## src/assert_macros.svh

```systemverilog
// Assertion helpers included by the core RTL file.
`ifndef ASSERT_MACROS_SVH
`define ASSERT_MACROS_SVH

// Same-cycle implication, disabled while reset is low.
`define ASSERT_IMPL(label, clk, rst_n, ante, cons) \
    label: assert property (@(posedge clk) disable iff (!rst_n) (ante) |-> (cons)) \
        else $error("same-cycle check failed");

// Next-cycle implication, disabled while reset is low.
`define ASSERT_NEXT(label, clk, rst_n, ante, cons) \
    label: assert property (@(posedge clk) disable iff (!rst_n) (ante) |=> (cons)) \
        else $error("next-cycle check failed");

`endif

```

## src/bkv_pkg.sv

```systemverilog
// ----------------------------------------------------------------------------
// bkv_pkg
// Shared types and codes of the knot vector builder: commands, register
// indexes, datapath operations and the status bundle.
// ----------------------------------------------------------------------------
`default_nettype none

package bkv_pkg;

    localparam int MAX_OUT = 64;
    localparam int CFG_W   = 17;
    localparam int TOL_W   = 17;

    localparam logic [1:0] CMD_LOAD_A = 2'd0;
    localparam logic [1:0] CMD_LOAD_B = 2'd1;
    localparam logic [1:0] CMD_RUN    = 2'd2;

    localparam logic [1:0] REG_DEGREE = 2'd0;
    localparam logic [1:0] REG_TARGET = 2'd1;
    localparam logic [1:0] REG_TOL    = 2'd2;

    localparam logic [2:0]       DEGREE_RST = 3'd3;
    localparam logic [5:0]       TARGET_RST = 6'd8;
    localparam logic [TOL_W-1:0] TOL_RST    = 17'd655;

    typedef enum logic [4:0] {
        OP_NONE,
        OP_LOAD,
        OP_SETUP,
        OP_FILL_LO,
        OP_FILL_HI,
        OP_MPUSH,
        OP_CLR_MIN,
        OP_CLR_MAX,
        OP_SCAN2,
        OP_SCAN3,
        OP_SCAN4,
        OP_FETCH,
        OP_DEC2,
        OP_DEL_SETUP,
        OP_ERASE,
        OP_ERASE_END,
        OP_INS_SETUP,
        OP_INS,
        OP_INS_END,
        OP_EMIT_CLR,
        OP_EMIT_RD,
        OP_EMIT_LD
    } op_t;

    typedef struct packed {
        logic fill_last;
        logic merge_done;
        logic scan_done;
        logic elim_go;
        logic pos_zero;
        logic shift_done;
        logic ins_done;
        logic need_ins;
        logic ins_room;
        logic need_del;
        logic out_free;
        logic emit_last;
    } stat_t;

endpackage

`default_nettype wire

```

## src/bkv_ctrl.sv

```systemverilog
// ----------------------------------------------------------------------------
// bkv_ctrl
// Sequencer of the build: steps the datapath through load, merge, close-knot
// elimination, midpoint insertion, span deletion and emission.
// ----------------------------------------------------------------------------
`default_nettype none

module bkv_ctrl
    import bkv_pkg::*;
(
    input  wire logic       aclk,
    input  wire logic       aresetn,
    input  wire logic       s_valid,
    input  wire logic [1:0] s_command,
    output logic            s_ready,
    input  wire stat_t      stat,
    output op_t             op
);

    typedef enum logic [23:0] {
        ST_IDLE      = 24'h000001,
        ST_FILL_LO   = 24'h000002,
        ST_MRD       = 24'h000004,
        ST_MDEC      = 24'h000008,
        ST_FILL_HI   = 24'h000010,
        ST_CLR2      = 24'h000020,
        ST_SCAN2     = 24'h000040,
        ST_FETCH     = 24'h000080,
        ST_DEC2      = 24'h000100,
        ST_ERASE     = 24'h000200,
        ST_ERASE_END = 24'h000400,
        ST_CHECK3    = 24'h000800,
        ST_CLR3      = 24'h001000,
        ST_SCAN3     = 24'h002000,
        ST_INS_SETUP = 24'h004000,
        ST_INS       = 24'h008000,
        ST_INS_END   = 24'h010000,
        ST_CHECK4    = 24'h020000,
        ST_CLR4      = 24'h040000,
        ST_SCAN4     = 24'h080000,
        ST_DEL_SETUP = 24'h100000,
        ST_EMIT_CLR  = 24'h200000,
        ST_EMIT_RD   = 24'h400000,
        ST_EMIT_LD   = 24'h800000
    } state_t;

    state_t state_reg, state_next;
    logic   del_phase_reg, del_phase_next;

    assign s_ready = (state_reg == ST_IDLE);

    always_comb begin
        state_next     = state_reg;
        del_phase_next = del_phase_reg;
        op             = OP_NONE;
        case (state_reg)
            ST_IDLE: begin
                if (s_valid) begin
                    if (s_command == CMD_RUN) begin
                        op             = OP_SETUP;
                        del_phase_next = 1'b0;
                        state_next     = ST_FILL_LO;
                    end else begin
                        op = OP_LOAD;
                    end
                end
            end
            ST_FILL_LO: begin
                op = OP_FILL_LO;
                if (stat.fill_last) state_next = ST_MRD;
            end
            ST_MRD: state_next = ST_MDEC;
            ST_MDEC: begin
                if (stat.merge_done) begin
                    state_next = ST_FILL_HI;
                end else begin
                    op         = OP_MPUSH;
                    state_next = ST_MRD;
                end
            end
            ST_FILL_HI: begin
                op = OP_FILL_HI;
                if (stat.fill_last) state_next = ST_CLR2;
            end
            ST_CLR2: begin
                op         = OP_CLR_MIN;
                state_next = ST_SCAN2;
            end
            ST_SCAN2: begin
                op = OP_SCAN2;
                if (stat.scan_done) state_next = stat.elim_go ? ST_FETCH : ST_CHECK3;
            end
            ST_FETCH: begin
                op         = OP_FETCH;
                state_next = ST_DEC2;
            end
            ST_DEC2: begin
                op         = OP_DEC2;
                state_next = ST_ERASE;
            end
            ST_ERASE: begin
                op = OP_ERASE;
                if (stat.shift_done) state_next = ST_ERASE_END;
            end
            ST_ERASE_END: begin
                op         = OP_ERASE_END;
                state_next = del_phase_reg ? ST_CHECK4 : ST_CLR2;
            end
            ST_CHECK3: begin
                state_next = (stat.need_ins && stat.ins_room) ? ST_CLR3 : ST_CHECK4;
            end
            ST_CLR3: begin
                op         = OP_CLR_MAX;
                state_next = ST_SCAN3;
            end
            ST_SCAN3: begin
                op = OP_SCAN3;
                if (stat.scan_done) state_next = stat.pos_zero ? ST_CHECK4 : ST_INS_SETUP;
            end
            ST_INS_SETUP: begin
                op         = OP_INS_SETUP;
                state_next = ST_INS;
            end
            ST_INS: begin
                op = OP_INS;
                if (stat.ins_done) state_next = ST_INS_END;
            end
            ST_INS_END: begin
                op         = OP_INS_END;
                state_next = ST_CHECK3;
            end
            ST_CHECK4: begin
                del_phase_next = 1'b1;
                state_next     = stat.need_del ? ST_CLR4 : ST_EMIT_CLR;
            end
            ST_CLR4: begin
                op         = OP_CLR_MIN;
                state_next = ST_SCAN4;
            end
            ST_SCAN4: begin
                op = OP_SCAN4;
                if (stat.scan_done) state_next = ST_DEL_SETUP;
            end
            ST_DEL_SETUP: begin
                op         = OP_DEL_SETUP;
                state_next = ST_ERASE;
            end
            ST_EMIT_CLR: begin
                op         = OP_EMIT_CLR;
                state_next = ST_EMIT_RD;
            end
            ST_EMIT_RD: begin
                op = OP_EMIT_RD;
                if (stat.out_free) state_next = ST_EMIT_LD;
            end
            ST_EMIT_LD: begin
                op         = OP_EMIT_LD;
                state_next = stat.emit_last ? ST_IDLE : ST_EMIT_RD;
            end
            default: state_next = ST_IDLE;
        endcase
    end

    always_ff @(posedge aclk) begin
        if (!aresetn) begin
            state_reg     <= ST_IDLE;
            del_phase_reg <= 1'b0;
        end else begin
            state_reg     <= state_next;
            del_phase_reg <= del_phase_next;
        end
    end

endmodule

`default_nettype wire

```

## config.mk

```make
export PLATFORM = sky130hd
export DESIGN_NAME = bkv_ctrl
export DESIGN_NICKNAME = d
export VERILOG_FILES = /design/src/assert_macros.svh /design/src/bkv_pkg.sv /design/src/bkv_ctrl.sv
export SDC_FILE = /design/constraint.sdc
export NUM_CORES = 1
export LEC_CHECK = 0
export BUFFER_PORTS_ARGS = -buffer_cell sky130_fd_sc_hd__buf_4
export CORE_MARGIN = 2
export CORE_UTILIZATION = 45
export DETAILED_ROUTE_END_ITERATION = 8
export GPL_TIMING_DRIVEN = 0
export HOLD_SLACK_MARGIN = 0.02
export PLACE_DENSITY = 0.67
export SKIP_CTS_REPAIR_TIMING = 1
export SYNTH_ARGS = -nofsm -noshare
export SYNTH_HDL_FRONTEND = slang
export SYNTH_SLANG_ARGS = --single-unit
```

## constraint.sdc

```tcl
create_clock -name aclk -period 2.9 [get_ports aclk]
set_clock_uncertainty 0.1 [all_clocks]
set_input_delay 0.435 -clock aclk [delete_from_list [all_inputs] [get_ports aclk]]
set_output_delay 0.435 -clock aclk [all_outputs]
set_load 0.02 [all_outputs]
```

**Word level (Yosys, flattened, before mapping)**

Index checks and enable logic that the tools add are counted.
W data, S select, Z words.

- Reductions and logical operators: 6
- Muxes and demuxes: 25
- Eq/ne operators: 35

Operators with widths:

| cell | number |
|---|---|
| $pmux W24 S23 | 1 |
| $mux W24 | 10 |
| $pmux W5 S20 | 1 |
| $mux W18 | 3 |
| $eq A24 B1 Y1 const B | 1 |
| $eq A24 B10 Y1 const B | 1 |
| $eq A24 B11 Y1 const B | 1 |
| $eq A24 B12 Y1 const B | 1 |
| $eq A24 B13 Y1 const B | 1 |
| $eq A24 B14 Y1 const B | 1 |
| $eq A24 B15 Y1 const B | 1 |
| $eq A24 B16 Y1 const B | 1 |
| $eq A24 B17 Y1 const B | 1 |
| $eq A24 B18 Y1 const B | 1 |
| $eq A24 B19 Y1 const B | 1 |
| $eq A24 B2 Y1 const B | 1 |
| $eq A24 B20 Y1 const B | 1 |
| $eq A24 B21 Y1 const B | 1 |
| $eq A24 B22 Y1 const B | 1 |
| $eq A24 B23 Y1 const B | 1 |
| $eq A24 B24 Y1 const B | 1 |
| $eq A24 B3 Y1 const B | 1 |
| $eq A24 B4 Y1 const B | 1 |
| $eq A24 B5 Y1 const B | 1 |
| 20 further kinds | 31 |

- Word-level logic and storage cells: 68
- Input port bits: 17
- Output and inout port bits: 6
- Register bits: 25

**Longest topological paths before layout**

- Word-level depth: 4
- Gate-level depth with buffers: 9

**Worst setup path after synthesis**

Ideal clock, no wire load.

- Path kind: register -> output
- Start: register state_reg[10]
- End: output port op[0]
- Path slack: -214 ps
- Buffers on the path: 2
- Data arrival time: 2579 ps
- Cell stages (with the launch flop): 9
- Required time: 2365 ps
- Cell sequence: dfxtp_1 buf_6 or4_4 or4_1 clkbuf_2 or4_1 o221a_2 nand2_1 or4_1

- Word-level cells in the longest chain between the ends: 3
- Elaborated cells between the ends (all ways): 23

Ends and longest elaborated chain:

| what | RTL line | RTL |
|---|---|---|
| start: declaration | bkv_ctrl.sv:47 | `state_t state_reg, state_next;` |
| start signal: assignment | bkv_ctrl.sv:169 | `state_reg <= state_next;` |
| $eq A24 B19 Y1 or $eq A24 B6 Y1 (tied branches) | bkv_ctrl.sv:56 | `case (state_reg)` |
| $reduce_or A2 Y1 (no line) | n/a |  |
| $pmux W5 S20 (*) | bkv_ctrl.sv:56 |  |
| end: declaration | bkv_ctrl.sv:17 | `output op_t op` |

Every way passes the cells marked *; elsewhere a longest branch is shown, timed or not.

**Worst setup path after layout**

Ends and elaborated chain as after synthesis.

==> impl_metrics.json <==
{
  "wl_um": 5397,
  "violations": "setup timing",
  "area_delta_synth_final_pct": 38.10,
  "power.leakage_nw": 0.8278,
  "path_buf_inv": 1,
  "fin_tns_setup_ns": -4.997,
  "synth_edf_count": 0,
  "cts_buffers": 3,
  "grt_max_degree": 16,
  "whs_path_depth": 2,
  "yosysSeqAreaShare_pct": 30.60,
  "dpl_cell_area_um2": 1909,
  "status": "complete, but fails checks",
  "first_pass_iters": 5,
  "die_w_um": 64.29,
  "worstPathRequired_ns": 2.37,
  "grt_pass1_vias": 1674,
  "layout_setup_ws_ns": -0.7021,
  "crit_path_start_kind": "flip-flop",
  "io_pins": 23,
  "port_buffers": 22,
  "n_antenna_cell": 0,
  "hold_path_class": "in -> reg",
  "fin_area_um2": 2258,
  "grt_overflow": 0,
  "hpwl_um": 3774,
  "ys_ff_latch": 25,
  "ant_nets": 0,
  "core.rowCount": 21,
  "routedLengthMet1_um": 2377,
  "met3_length_um": 241,
  "max_slew_margin_pct": 54.45,
  "cts_tree": "built",
  "end_kind": "output pin",
  "async_reset_ff_share_pct": 0,
  "worstPathArrival_ns": 3.07,
  "hold_viol": 0,
  "antenna_found_initial": 0,
  "max_stage_delay_ns": 0.60,
  "max_freq_ghz": 0.2776,
  "cts_sinks": 25,
  "clk_path_buf_depth": 2,
  "die_area_um2": 4133,
  "fp.dieH_um": 64.29,
  "grt_pass1_wl_um": 7755,
  "largest_register_ffs": 24,
  "synth_area_um2": 1635,
  "vias": 1789,
  "met2_length_um": 2702,
  "rsz0062_at_grt": "yes",
  "drive_gt1_share_pct": 38.82,
  "critPathKind": "reg -> out",
  "cts_max_level": 1,
  "worstSkewPairLatency_ns": 0.35,
  "drt-initial-drc-count": 152,
  "final_nets": 255,
  "fin_crit_sh_pct": 124.2,
  "worstMarginPinSlew_ns": 0.6832,
  "start_util_pct": 47.88,
  "powerDensity_nw_per_um2": 484.1,
  "period_minus_slack_ns": 3.602,
  "cp_top_family": "simple AND/OR/NAND/NOR gates",
  "grt_usage_pct": 24.47,
  "cap_violations": 0,
  "fin_hold_ws_ns": 0.1192,
  "slowest_stage": "or4_4",
  "final_max_slew_viol_count": 0,
  "synth.avg_cell_area_um2": 8.016,
  "cp_max_fo": 4,
  "wl_per_cell_um": 19.07,
  "syn_inst": 204,
  "fill_cells": 296,
  "setup_viol": 18,
  "post_drt_via_cell_ratio": 6.322,
  "clk_pin_slew_ns": 0.17,
  "routabilityCongestion": 0.9530,
  "synth_warnings": 0,
  "post-place-ws_ns": -0.5446,
  "top_layer": "met4",
  "reg2reg_depth": 8,
  "synth_cell_type_count": 47,
  "root_buffer": "clkbuf_4",
  "synth_nets": 221,
  "cpMostUsedCell": "or4_4",
  "core-area_um2": 3416,
  "synthFlopType": "dfxtp_1",
  "cp_num_cells": 7,
  "path_cells": "or4_4 > or4_4 > or4_4 > o221a_4 > nand2_2 > or4_4 > buf_6",
  "ir_drop_v": 0.0002427,
  "drt_drc_violations_left": 0
}
-- cell usage after synthesis (3+ instances only) --
cell type | instances | share of area, %
clkbuf_1 | 4 | 0.92
buf_6 | 3 | 2.1
or2_2 | 4 | 1.5
nand4_1 | 6 | 2.3
nand2_1 | 13 | 3.0
o31ai_1 | 4 | 1.8
nand2b_1 | 5 | 1.9
and3_1 | 3 | 1.1
or3_1 | 4 | 1.5
or4_4 | 3 | 2.1
nor4b_1 | 6 | 3.2
a31oi_1 | 4 | 1.5
nor2b_1 | 3 | 1.1
dfxtp_1 | 25 | 31
or4_1 | 9 | 4.1
inv_1 | 8 | 1.8
a21oi_1 | 11 | 3.4
nor2_1 | 20 | 4.6
nand4b_1 | 4 | 2.1
nand3b_1 | 4 | 1.8
nand3_1 | 8 | 2.4
nor3_1 | 19 | 5.8
nor4_1 | 8 | 3.1
-- final timing paths --
kind / from / slack (ns) / end
max: state_reg[10]$_SDFFE_PN0P_ / -0.70 / op[0]
min: stat[7] / 0.12 / state_reg[14]$_SDFFE_PN0P_
max reg2reg: state_reg[13]$_SDFFE_PN0P_ / -0.26 / state_reg[11]$_SDFFE_PN0P_
min reg2reg: state_reg[6]$_SDFFE_PN0P_ / 0.46 / state_reg[6]$_SDFFE_PN0P_
-- per-stage QoR --
step	instances	utilization, %	power [mW]
floorplan	204	-	0.6570
global placement	272	55.90	0.7633
detailed placement	272	55.90	0.7659
CTS	276	56.78	0.9331
global route	283	66.12	1.136
finish	283	66.12	1.093
-- kinds of logic (layout without fill, tap and decap cells) --
family                 count (synthesis)  after routing  synth area share (%)
XOR/XNOR                               3              3                 1.607
flip-flops                            25             25                 30.60
AND/OR/NAND/NOR                      129            129                 48.51
buffers and inverters                 16             49                 5.126
AO/OA/AOI/OAI                         31             31                 14.15
-- power breakdown --
part | internal [mW] | total (mW) | switching, mW
sequential | 0.351 | 0.360 | 0.00918
combinational | 0.263 | 0.558 | 0.295
clock | 0.0530 | 0.175 | 0.122
total | 0.667 | 1.09 | 0.427
-- layout by cell type (no fill, tap or decap), types with 4 or more instances in the layout --
cell type  synthesis  final
a21oi_1           11     10
buf_4              0     26
buf_6              3      6
dfxtp_1           25     18
dfxtp_4            0      4
inv_1              8      8
nand2_1           13     12
nand2b_1           5      5
nand3_1            8      7
nand3b_1           4      4
nand4_1            6      6
nand4b_1           4      4
nor2_1            20     18
nor3_1            19     15
nor3_2             0      4
nor4_4             0      5
nor4b_1            6      6
or4_4              3     12
-- per-layer routing --
metal	up-vias	global-route usage (%)
met1	879	30.38
met5	-	0
li1	847	-
met4	0	9.574
met3	9	4.049
met2	54	42.06
-- final cells by class --
| class | instances | area [µm²] | share of cell area (%) |
|---|---|---|---|
| Inverter | 8 | 30.03 | 1.330 |
| Timing Repair Buffer | 34 | 307.8 | 13.63 |
| Buffer | 3 | 22.52 | 0.9972 |
| Multi-Input combinational cell | 163 | 1291 | 57.17 |
| Tap cell | 46 | 57.56 | 2.548 |
| Sequential cell | 25 | 519.2 | 22.99 |
| Clock inverter | 1 | 7.507 | 0.3324 |
| Clock buffer | 3 | 22.52 | 0.9972 |
(Power assumes the default switching activity.)
